<file path="src/rtl/core/rpsc_pkg.sv">
package rpsc_pkg;

  // Field widths.
  localparam int LenW   = 16;
  localparam int LimW   = 13;
  localparam int PerW   = 6;
  localparam int ThrW   = 5;
  localparam int WinW   = 6;
  localparam int HitW   = 8;
  localparam int DivW   = 7;
  localparam int SelW   = 2;
  localparam int IdxW   = 2;
  localparam int CfgW   = 6;

  // Register indexes on the configuration port.
  localparam logic [IdxW-1:0] REG_CARRIER_PERIOD = 2'd0;
  localparam logic [IdxW-1:0] REG_ERROR_THRESHOLD = 2'd1;
  localparam logic [IdxW-1:0] REG_PULSE_WINDOW = 2'd2;

  // Register reset values.
  localparam logic [PerW-1:0] CARRIER_PERIOD_RESET = 6'd8;
  localparam logic [ThrW-1:0] ERROR_THRESHOLD_RESET = 5'd10;
  localparam logic [WinW-1:0] PULSE_WINDOW_RESET = 6'd50;

  // Divider selector codes.
  localparam logic [SelW-1:0] DIV_SEL_16 = 2'd0;
  localparam logic [SelW-1:0] DIV_SEL_32 = 2'd1;
  localparam logic [SelW-1:0] DIV_SEL_64 = 2'd2;

  // Event kinds.
  localparam logic EV_SYNC = 1'b0;
  localparam logic EV_PULSE = 1'b1;

  // Sync acquisition limits.
  localparam logic [HitW-1:0] SYNC_MIN_HITS = 8'd4;
  localparam logic [ThrW-1:0] SYNC_MAX_BAD = 5'd4;
  localparam logic [HitW-1:0] HIT_MAX = 8'hFF;
  localparam logic [ThrW-1:0] BAD_MAX = 5'h1F;

  typedef struct packed {
    logic [PerW-1:0] carrier_period_us;
    logic [ThrW-1:0] error_threshold;
    logic [WinW-1:0] pulse_window;
  } cfg_t;

  typedef struct packed {
    logic [LimW-1:0] short_min;
    logic [LimW-1:0] short_max;
    logic [LimW-1:0] long_min;
    logic [LimW-1:0] long_max;
  } limits_t;

  typedef struct packed {
    logic            event_kind;
    logic            sync_flag;
    logic [DivW-1:0] divider_value;
    logic            level_high;
    logic            long_pulse;
  } result_t;

  typedef struct packed {
    logic    valid;
    result_t data;
  } push_t;

  // Divider value for a selector code; the unused code reads as 16.
  function automatic logic [DivW-1:0] divider_of(input logic [SelW-1:0] sel);
    logic [DivW-1:0] d;
    case (sel)
      DIV_SEL_32: d = 7'd32;
      DIV_SEL_64: d = 7'd64;
      default:    d = 7'd16;
    endcase
    return d;
  endfunction

  // Next divider in the order 16, 32, 64 and back to 16; the unused code also leads to 16.
  function automatic logic [SelW-1:0] next_sel(input logic [SelW-1:0] sel);
    logic [SelW-1:0] n;
    case (sel)
      DIV_SEL_16: n = DIV_SEL_32;
      DIV_SEL_32: n = DIV_SEL_64;
      default:    n = DIV_SEL_16;
    endcase
    return n;
  endfunction

  // Classification windows. The nominal length is divider * period / 2,
  // which is a shift since the divider is a power of two.
  function automatic limits_t limits_for(input logic [SelW-1:0] sel,
                                         input logic [PerW-1:0] cp);
    logic [LimW-1:0] nom;
    logic [LimW-1:0] tol;
    limits_t         l;
    case (sel)
      DIV_SEL_32: nom = {3'b0, cp, 4'b0};
      DIV_SEL_64: nom = {2'b0, cp, 5'b0};
      default:    nom = {4'b0, cp, 3'b0};
    endcase
    tol = nom >> 2;
    l.short_min = nom - tol;
    l.short_max = nom + tol;
    l.long_min = (nom << 1) - tol;
    l.long_max = (nom << 1) + tol;
    return l;
  endfunction

endpackage

</file>
<file path="src/rtl/core/rpsc_pulse_if.sv">
interface rpsc_pulse_if;
  logic                        valid;
  logic                        ready;
  logic [rpsc_pkg::LenW-1:0]   length_us;
  logic                        is_low;

  modport source (output valid, output length_us, output is_low, input ready);
  modport sink (input valid, input length_us, input is_low, output ready);
endinterface

</file>
<file path="src/rtl/core/rpsc_event_if.sv">
interface rpsc_event_if;
  logic                        valid;
  logic                        ready;
  logic                        event_kind;
  logic                        sync_flag;
  logic [rpsc_pkg::DivW-1:0]   divider_value;
  logic                        level_high;
  logic                        long_pulse;

  modport source (output valid, output event_kind, output sync_flag,
                  output divider_value, output level_high, output long_pulse,
                  input ready);
  modport sink (input valid, input event_kind, input sync_flag,
                input divider_value, input level_high, input long_pulse,
                output ready);
endinterface

</file>
<file path="src/rtl/core/rpsc_cfg_regs.sv">
module rpsc_cfg_regs (
  input  logic                      clk,
  input  logic                      rst,
  input  logic                      cfg_we,
  input  logic [rpsc_pkg::IdxW-1:0] cfg_index,
  input  logic [rpsc_pkg::CfgW-1:0] cfg_data,
  output rpsc_pkg::cfg_t            cfg
);

  // Register file; writes to an index past the list are dropped.
  always_ff @(posedge clk) begin
    if (rst) begin
      cfg.carrier_period_us <= rpsc_pkg::CARRIER_PERIOD_RESET;
      cfg.error_threshold <= rpsc_pkg::ERROR_THRESHOLD_RESET;
      cfg.pulse_window <= rpsc_pkg::PULSE_WINDOW_RESET;
    end else if (cfg_we) begin
      case (cfg_index)
        rpsc_pkg::REG_CARRIER_PERIOD: begin
          cfg.carrier_period_us <= cfg_data[rpsc_pkg::PerW-1:0];
        end
        rpsc_pkg::REG_ERROR_THRESHOLD: begin
          cfg.error_threshold <= cfg_data[rpsc_pkg::ThrW-1:0];
        end
        rpsc_pkg::REG_PULSE_WINDOW: begin
          cfg.pulse_window <= cfg_data[rpsc_pkg::WinW-1:0];
        end
        default: begin
        end
      endcase
    end
  end

endmodule

</file>
<file path="src/rtl/core/rpsc_core.sv">
module rpsc_core (
  input  logic                      clk,
  input  logic                      rst,
  input  rpsc_pkg::cfg_t            cfg,
  input  logic                      in_valid,
  output logic                      in_ready,
  input  logic [rpsc_pkg::LenW-1:0] length_us,
  input  logic                      is_low,
  input  logic                      room,
  output rpsc_pkg::push_t           push
);

  // Input register.
  logic                      held;
  logic [rpsc_pkg::LenW-1:0] len_r;
  logic                      low_r;
  logic                      advance;

  // Classifier state.
  logic [rpsc_pkg::SelW-1:0] divider_sel, divider_sel_next;
  logic                      in_sync, in_sync_next;
  logic [rpsc_pkg::HitW-1:0] short_hits, short_hits_next;
  logic [rpsc_pkg::HitW-1:0] long_hits, long_hits_next;
  logic [rpsc_pkg::ThrW-1:0] bad_hits, bad_hits_next;
  logic [rpsc_pkg::WinW-1:0] window_pos, window_pos_next;
  rpsc_pkg::limits_t         limits, limits_next;

  logic [rpsc_pkg::WinW-1:0] wp_inc;
  logic [rpsc_pkg::ThrW-1:0] bad_base;
  logic                      hit_short, hit_long;
  logic                      emit;
  rpsc_pkg::result_t         res;

  // An item moves on whenever the output buffer has room.
  assign advance = held && room;
  assign in_ready = !held || advance;

  always_ff @(posedge clk) begin
    if (rst) begin
      held <= 1'b0;
    end else if (in_ready) begin
      held <= in_valid;
    end
  end

  always_ff @(posedge clk) begin
    if (in_valid && in_ready) begin
      len_r <= length_us;
      low_r <= is_low;
    end
  end

  // Window compares against the stored limits.
  assign hit_short = (len_r >= {3'b0, limits.short_min}) &&
                     (len_r <= {3'b0, limits.short_max});
  assign hit_long = (len_r >= {3'b0, limits.long_min}) &&
                    (len_r <= {3'b0, limits.long_max});

  // Per-pulse update and event selection.
  always_comb begin
    divider_sel_next = divider_sel;
    in_sync_next = in_sync;
    short_hits_next = short_hits;
    long_hits_next = long_hits;
    bad_hits_next = bad_hits;
    limits_next = limits;
    emit = 1'b0;
    res = '0;
    wp_inc = window_pos + 6'd1;
    window_pos_next = wp_inc;
    bad_base = bad_hits;

    if (bad_hits >= cfg.error_threshold) begin
      // Too many errors: drop sync and move to the next divider.
      in_sync_next = 1'b0;
      short_hits_next = '0;
      long_hits_next = '0;
      bad_hits_next = '0;
      window_pos_next = '0;
      divider_sel_next = rpsc_pkg::next_sel(divider_sel);
      limits_next = rpsc_pkg::limits_for(rpsc_pkg::next_sel(divider_sel),
                                         cfg.carrier_period_us);
      emit = 1'b1;
      res.event_kind = rpsc_pkg::EV_SYNC;
    end else begin
      // The error count is cleared once per pulse window.
      if (wp_inc == cfg.pulse_window) begin
        window_pos_next = '0;
        bad_base = '0;
      end
      bad_hits_next = bad_base;

      if (!in_sync) begin
        if (hit_short) begin
          if (short_hits != rpsc_pkg::HIT_MAX) begin
            short_hits_next = short_hits + 8'd1;
          end
        end else if (hit_long) begin
          if (long_hits != rpsc_pkg::HIT_MAX) begin
            long_hits_next = long_hits + 8'd1;
          end
        end else if (bad_base != rpsc_pkg::BAD_MAX) begin
          bad_hits_next = bad_base + 5'd1;
        end
        if ((long_hits_next > rpsc_pkg::SYNC_MIN_HITS) &&
            (short_hits_next > rpsc_pkg::SYNC_MIN_HITS) &&
            (bad_hits_next < rpsc_pkg::SYNC_MAX_BAD)) begin
          in_sync_next = 1'b1;
          emit = 1'b1;
          res.event_kind = rpsc_pkg::EV_SYNC;
          res.sync_flag = 1'b1;
          res.divider_value = rpsc_pkg::divider_of(divider_sel);
        end
      end else if (hit_long || hit_short) begin
        // Long is tested first while synced.
        emit = 1'b1;
        res.event_kind = rpsc_pkg::EV_PULSE;
        res.level_high = !low_r;
        res.long_pulse = hit_long;
      end else if (bad_base != rpsc_pkg::BAD_MAX) begin
        bad_hits_next = bad_base + 5'd1;
      end
    end
  end

  always_ff @(posedge clk) begin
    if (rst) begin
      divider_sel <= rpsc_pkg::DIV_SEL_16;
      in_sync <= 1'b0;
      short_hits <= '0;
      long_hits <= '0;
      bad_hits <= '0;
      window_pos <= '0;
      limits <= rpsc_pkg::limits_for(rpsc_pkg::DIV_SEL_16,
                                     rpsc_pkg::CARRIER_PERIOD_RESET);
    end else if (advance) begin
      divider_sel <= divider_sel_next;
      in_sync <= in_sync_next;
      short_hits <= short_hits_next;
      long_hits <= long_hits_next;
      bad_hits <= bad_hits_next;
      window_pos <= window_pos_next;
      limits <= limits_next;
    end
  end

  assign push.valid = advance && emit;
  assign push.data = res;

endmodule

</file>
<file path="src/rtl/core/rpsc_skid.sv">
module rpsc_skid (
  input  logic              clk,
  input  logic              rst,
  input  rpsc_pkg::push_t   push,
  output logic              room,
  output logic              out_valid,
  input  logic              out_ready,
  output rpsc_pkg::result_t out_data
);

  logic              main_valid;
  logic              skid_valid;
  rpsc_pkg::result_t main_data;
  rpsc_pkg::result_t skid_data;
  logic              pop;

  // A new result is taken whenever the spare slot is free.
  assign room = !skid_valid;
  assign pop = main_valid && out_ready;
  assign out_valid = main_valid;
  assign out_data = main_data;

  // Control: the spare slot drains into the output register first.
  always_ff @(posedge clk) begin
    if (rst) begin
      main_valid <= 1'b0;
      skid_valid <= 1'b0;
    end else if (skid_valid) begin
      if (pop) begin
        skid_valid <= 1'b0;
      end
    end else if (push.valid) begin
      if (main_valid && !pop) begin
        skid_valid <= 1'b1;
      end else begin
        main_valid <= 1'b1;
      end
    end else if (pop) begin
      main_valid <= 1'b0;
    end
  end

  // Payload.
  always_ff @(posedge clk) begin
    if (skid_valid) begin
      if (pop) begin
        main_data <= skid_data;
      end
    end else if (push.valid) begin
      if (main_valid && !pop) begin
        skid_data <= push.data;
      end else begin
        main_data <= push.data;
      end
    end
  end

endmodule

</file>
<file path="src/rtl/core/rfid_pulse_rate_sync_classifier.sv">
// Pulse-rate sync classifier for a carrier-modulated RFID tag signal.
// The pulses channel takes one measured pulse per transfer: its length in
// microseconds and whether it was a low level. The events channel gives at
// most one event per pulse: a sync change (gained, with the divider, or
// lost, with divider 0) or, while synced, a pulse classified short or long.
// The configuration port sets the carrier period, the error threshold and
// the pulse window; write it only while no pulse is in flight.
// Throughput is one pulse per cycle while not stalled: the classifier is a
// single stage of compares and saturating counters behind an input
// register. An event passes through the input register and then the
// output register before it goes valid on the events channel. The output
// register and a spare slot decouple the two sides, so pulses keep flowing
// while one event waits; when both are full and a pulse waits in the input
// register, the pulses channel deasserts ready until the receiver takes an
// event. Reset returns the registers to period 8, threshold 10 and window
// 50, selects divider 16 unsynced with cleared counters, and empties the
// pipeline. A new carrier period takes effect at the next divider change.
module rfid_pulse_rate_sync_classifier (
  input  logic                      clk,
  input  logic                      rst,
  rpsc_pulse_if.sink                pulses,
  rpsc_event_if.source              events,
  input  logic                      cfg_we,
  input  logic [rpsc_pkg::IdxW-1:0] cfg_index,
  input  logic [rpsc_pkg::CfgW-1:0] cfg_data
);

  rpsc_pkg::cfg_t    cfg;
  rpsc_pkg::push_t   push;
  rpsc_pkg::result_t out_data;
  logic              room;
  logic              in_ready;
  logic              out_valid;

  rpsc_cfg_regs u_cfg (
    .clk       (clk),
    .rst       (rst),
    .cfg_we    (cfg_we),
    .cfg_index (cfg_index),
    .cfg_data  (cfg_data),
    .cfg       (cfg)
  );

  rpsc_core u_core (
    .clk       (clk),
    .rst       (rst),
    .cfg       (cfg),
    .in_valid  (pulses.valid),
    .in_ready  (in_ready),
    .length_us (pulses.length_us),
    .is_low    (pulses.is_low),
    .room      (room),
    .push      (push)
  );

  rpsc_skid u_skid (
    .clk       (clk),
    .rst       (rst),
    .push      (push),
    .room      (room),
    .out_valid (out_valid),
    .out_ready (events.ready),
    .out_data  (out_data)
  );

  assign pulses.ready = in_ready;
  assign events.valid = out_valid;
  assign events.event_kind = out_data.event_kind;
  assign events.sync_flag = out_data.sync_flag;
  assign events.divider_value = out_data.divider_value;
  assign events.level_high = out_data.level_high;
  assign events.long_pulse = out_data.long_pulse;

endmodule

</file>
<file path="src/flat_wrapper.sv">
// flat-port wrapper written by rule: the top's interface ports become plain ports
module rfid_pulse_rate_sync_classifier_flat 
  (clk, rst, cfg_we, cfg_index, cfg_data, pulses_valid, pulses_length_us, pulses_is_low, pulses_ready, events_valid, events_event_kind, events_sync_flag, events_divider_value, events_level_high, events_long_pulse, events_ready);
  rpsc_pulse_if pulses_i ();
  rpsc_event_if events_i ();
  input  logic clk;
  input  logic rst;
  input  logic cfg_we;
  input  logic [rpsc_pkg::IdxW-1:0] cfg_index;
  input  logic [rpsc_pkg::CfgW-1:0] cfg_data;
  input wire logic [$bits(pulses_i.valid)-1:0] pulses_valid;
  input wire logic [$bits(pulses_i.length_us)-1:0] pulses_length_us;
  input wire logic [$bits(pulses_i.is_low)-1:0] pulses_is_low;
  output wire logic [$bits(pulses_i.ready)-1:0] pulses_ready;
  output wire logic [$bits(events_i.valid)-1:0] events_valid;
  output wire logic [$bits(events_i.event_kind)-1:0] events_event_kind;
  output wire logic [$bits(events_i.sync_flag)-1:0] events_sync_flag;
  output wire logic [$bits(events_i.divider_value)-1:0] events_divider_value;
  output wire logic [$bits(events_i.level_high)-1:0] events_level_high;
  output wire logic [$bits(events_i.long_pulse)-1:0] events_long_pulse;
  input wire logic [$bits(events_i.ready)-1:0] events_ready;
  assign pulses_i.valid = pulses_valid;
  assign pulses_i.length_us = pulses_length_us;
  assign pulses_i.is_low = pulses_is_low;
  assign pulses_ready = pulses_i.ready;
  assign events_valid = events_i.valid;
  assign events_event_kind = events_i.event_kind;
  assign events_sync_flag = events_i.sync_flag;
  assign events_divider_value = events_i.divider_value;
  assign events_level_high = events_i.level_high;
  assign events_long_pulse = events_i.long_pulse;
  assign events_i.ready = events_ready;
  rfid_pulse_rate_sync_classifier u_core (.clk(clk), .rst(rst), .pulses(pulses_i), .events(events_i), .cfg_we(cfg_we), .cfg_index(cfg_index), .cfg_data(cfg_data));
endmodule
</file>
<file path="config.mk">
export PLATFORM = sky130hd
export DESIGN_NAME = rfid_pulse_rate_sync_classifier_flat
export DESIGN_NICKNAME = d
export VERILOG_FILES = /design/src/rtl/core/rpsc_pkg.sv /design/src/rtl/core/rpsc_pulse_if.sv /design/src/rtl/core/rpsc_event_if.sv /design/src/rtl/core/rpsc_cfg_regs.sv /design/src/rtl/core/rpsc_core.sv /design/src/rtl/core/rpsc_skid.sv /design/src/rtl/core/rfid_pulse_rate_sync_classifier.sv /design/src/flat_wrapper.sv
export SDC_FILE = /design/constraint.sdc
export NUM_CORES = 1
export LEC_CHECK = 0
export ABC_AREA = 1
export BUFFER_PORTS_ARGS = -buffer_cell sky130_fd_sc_hd__buf_2
export CAP_MARGIN = 20
export CORE_MARGIN = 4
export CORE_UTILIZATION = 30
export CTS_CLUSTER_SIZE = 28
export DETAILED_ROUTE_END_ITERATION = 8
export HOLD_SLACK_MARGIN = 0.05
export MAX_ROUTING_LAYER = met4
export SETUP_SLACK_MARGIN = 0.1
export SYNTH_ARGS = -nofsm -noshare
export SYNTH_HDL_FRONTEND = slang
export SYNTH_SLANG_ARGS = --single-unit
export TNS_END_PERCENT = 5
</file>
<file path="constraint.sdc">
create_clock -name clk -period 2.8 [get_ports clk]
set_input_delay 0.56 -clock clk [delete_from_list [all_inputs] [get_ports clk]]
set_output_delay 0.56 -clock clk [all_outputs]
set_load 0.05 [all_outputs]
</file>
==> flow_summary.yaml <==
outcome:
  outcome: "complete, but fails checks"
  failed_checks: "negative setup slack"
worst_hold_path:
  min_path_type: "in -> reg"
  hold_start: "pulses_is_low"
clock_network:
  cts_root_buf: "clkbuf_16"
  clockBufferDepth: 2
  clkSinkCount: 123
  cts.clk_slew.worst_paths_ns: 0.06
  clk-insertion-delay-late_ns: 0.42
  cts_max_level: 4
  hold_buffers: 0
  cts_buffers: 17
  cts_tree: "yes"
sta:
  finalHoldViolations: 0
  slew_violations: 0
  fin_crit_sh: 1.069
  hold_slack_ns: 0.3119
  fin_skew_ns: 0.01166
  timing.final.ws_setup_ns: -0.1932
  rsz0062_at_grt: "true"
  slew_headroom: 0.6494
  period_needed_ns: 2.993
  max_freq_mhz: 334.1
  max_slew.worst_pin.slew_ns: 0.5259
  finalSetupViolCount: 19
placed_design:
  gp_congestion: 0.9345
  hpwl_um: 15610
  port_buffers: 38
floorplan:
  start_util: 0.3045
  io_pins: 43
  core_area_um2: 26060
  row_count: 59
  dieArea_um2: 29120
  die_h_um: 170.6
  die_w_um: 170.6
worst_setup_path:
  endpoint_kind: "flop"
  critPathSlowestCell: "edfxtp_1"
  cp-startpoint: "u_core.u_core.len_r[10]"
  regToRegStartpoint: "u_core.u_core.len_r[10]"
  critical_path.max_stage_delay_ns: 0.54
  startpoint_type: "flop"
  crit_arrival_ns: 3.09
  path_common_cell: "nand2_2"
  cp.required_ns: 2.89
  critical_path.top_delay_family: "simple AND/OR/NAND/NOR gates"
  cp_cell_sequence: "ha_4, nand2_2, inv_2, nand3_2, nor2_2, nand3b_1, nand3_4, nand2_8, buf_6, nand2_2, o21ai_2, inv_1, nor2_1, nand2_1, nor2_2, nor2_2, nand3_2, nand2_2, nand2_2, o22ai_4"
  path_class: "reg -> reg"
  crit_buf_inv: 3
  worstPathMaxFanout: 7
synth:
  ys_seq_elements: 123
  yosysWarnings: 0
  synth.largest_area_cell: "dfxtp_1"
  yosysSeqAreaShare: 0.3494
  yosysTopAreaCellShare: 0.2321
  synth-async-reset-ratio: 0
  synth_most_common_cell: "nand2_1"
  synth_cell_types: 41
  synth_edf_count: 31
  synth_area_um2: 7935
  netlist_top_cells_area: "dfxtp_1 23%, ha_1 12%, nand2_1 12%, edfxtp_1 12%, inv_1 7.9%"
  netlist_top_cells_count: "262 x nand2_1, 166 x inv_1, 112 x a21oi_1"
  synth_cells: 1101
  synth_ff_type: "dfxtp_1"
  avgSynthCellArea_um2: 7.207
grt:
  grt_antenna_before_repair: 0
  grt_pass1_wl_um: 34970
  grt_busiest_layer: "met2"
  grtUsageMet2: 0.2385
  track_usage: 0.1512
  grt_pass1_vias: 7165
  grt_max_degree: 50
  use_met1: 0.2027
  use_met3: 0.02380
  grt-ovfl-total: 0
drt:
  dr.pass1.iters: 5
  routed_via_density: 4.650
  drt_iter0_drc: 432
  wl_per_cell_um: 13.36
  drc: 0
  vias: 7458
  wl_um: 21430
  ant_nets: 0
power:
  peakVddDrop_v: 0.0003534
  powerDensity_nw_per_um2: 455.4
  leakage_nw: 4.709
  power_mw: 4.845
flow_run:
  drv_cap: 0
cells_and_area:
  n_antenna_cell: 0
  nNetsFinal: 1367
  drive_gt1_frac: 0.2608
  syn2layout_area_growth_pct: 34.08
## worst register-to-register path, delay by kind of cell (launching register included)
kind / cells / cell delay [ns]
buf+inv: 3 / 0.27
simple gates: 14 / 1.21
compound gates: 2 / 0.32
flops: 1 / 0.54
fa+ha+maj: 1 / 0.34
## repair_timing
action                                  CTS  global route
resized for setup                        70            64
pin swaps                                49            43
setup buffers                             9             4
endpoints found under the setup margin   42            46
cloned                                    1             0
endpoints found under the hold margin     0             0
## flip-flops by register name (all words and copies together), names as in the netlist
name / flops
u_core.u_core.limits: 42
u_core.u_cfg.cfg: 17
u_core.u_core.len_r: 16
u_core.u_core.long_hits: 8
u_core.u_core.short_hits: 8
u_core.u_skid.out_data: 7
u_core.u_skid.skid_data: 7
u_core.u_core.window_pos: 6
u_core.u_core.bad_hits: 5
u_core.u_core.divider_sel: 2
u_core.u_core.held: 1
u_core.u_core.in_sync: 1
u_core.u_core.low_r: 1
u_core.u_skid.out_valid: 1
u_core.u_skid.skid_valid: 1
## worst paths after layout
kind / to / slack (ns) / depth (start not counted)
max reg2reg: u_core.u_skid.out_data[10] / -0.19 / 20
max: u_core.u_skid.out_data[10] / -0.19 / 20
min: u_core.u_core.low_r / 0.31 / 1
min reg2reg: u_core.u_core.limits[45] / 0.47 / 2
## layout make-up
type | count | area, µm²
repair buffers | 160 | 1149
clock buffers | 18 | 439.2
well taps | 335 | 419.2
inverters | 172 | 655.6
flip-flops and latches | 123 | 2784
fillers | 2585 | 15420
clock inverters | 14 | 157.7
multi-input cells | 782 | 5035
## stage by stage
| step | TNS, ns | worst slack, ns | instances | area, µm² | utilization |
|---|---|---|---|---|---|
| 2_1_floorplan | 0 | 0.05887 | 1104 | 8021 | - |
| 3_3_place_gp | -4.577 | -0.2738 | 1558 | 9333 | 0.3581 |
| 3_5_place_dp | -6.060 | -0.3462 | 1558 | 9333 | 0.3581 |
| 4_1_cts | -1.751 | -0.1495 | 1600 | 10330 | 0.3964 |
| 5_1_grt | -7.940 | -0.3629 | 1604 | 10640 | 0.4083 |
| 6_report | -2.306 | -0.1932 | 1604 | 10640 | 0.4083 |
## cells in the final DEF, fill, tap and decap left out, types with 25 or more instances in the layout
cell type / instances
buf_2: 38
nor2_1: 66
nand2_1: 244
a21oi_1: 95
dfxtp_1: 87
nand3_1: 54
edfxtp_1: 31
o21ai_0: 53
buf_4: 113
inv_1: 151
ha_1: 50
xor2_1: 25
ha_4: 26
## report_power, final
part | leakage (nW) | total [mW] | switching [mW] | internal [mW]
sequential | 1.04 | 1.89 | 0.0297 | 1.86
clock | 0.291 | 2.25 | 0.894 | 1.35
combinational | 3.37 | 0.711 | 0.407 | 0.304
total | 4.71 | 4.85 | 1.33 | 3.51
## metal layers
metal / routed length (µm) / part of all wire
met3: 640 / 0.030
met5: 0 / 0
met1: 10400 / 0.49
met2: 10110 / 0.47
met4: 285 / 0.013
## cell families after synthesis
logic type,after synthesis,share of synthesized area
multiplexers,1,0.001419
AO/OA/AOI/OAI,219,0.1493
adder cells (fa/ha/maj),81,0.1296
XOR/XNOR,30,0.03311
AND/OR/NAND/NOR,446,0.2387
buffers and inverters,200,0.09792
other,1,0.0004726
flip-flops,123,0.3494
Power figures use the tool's default switching activity.
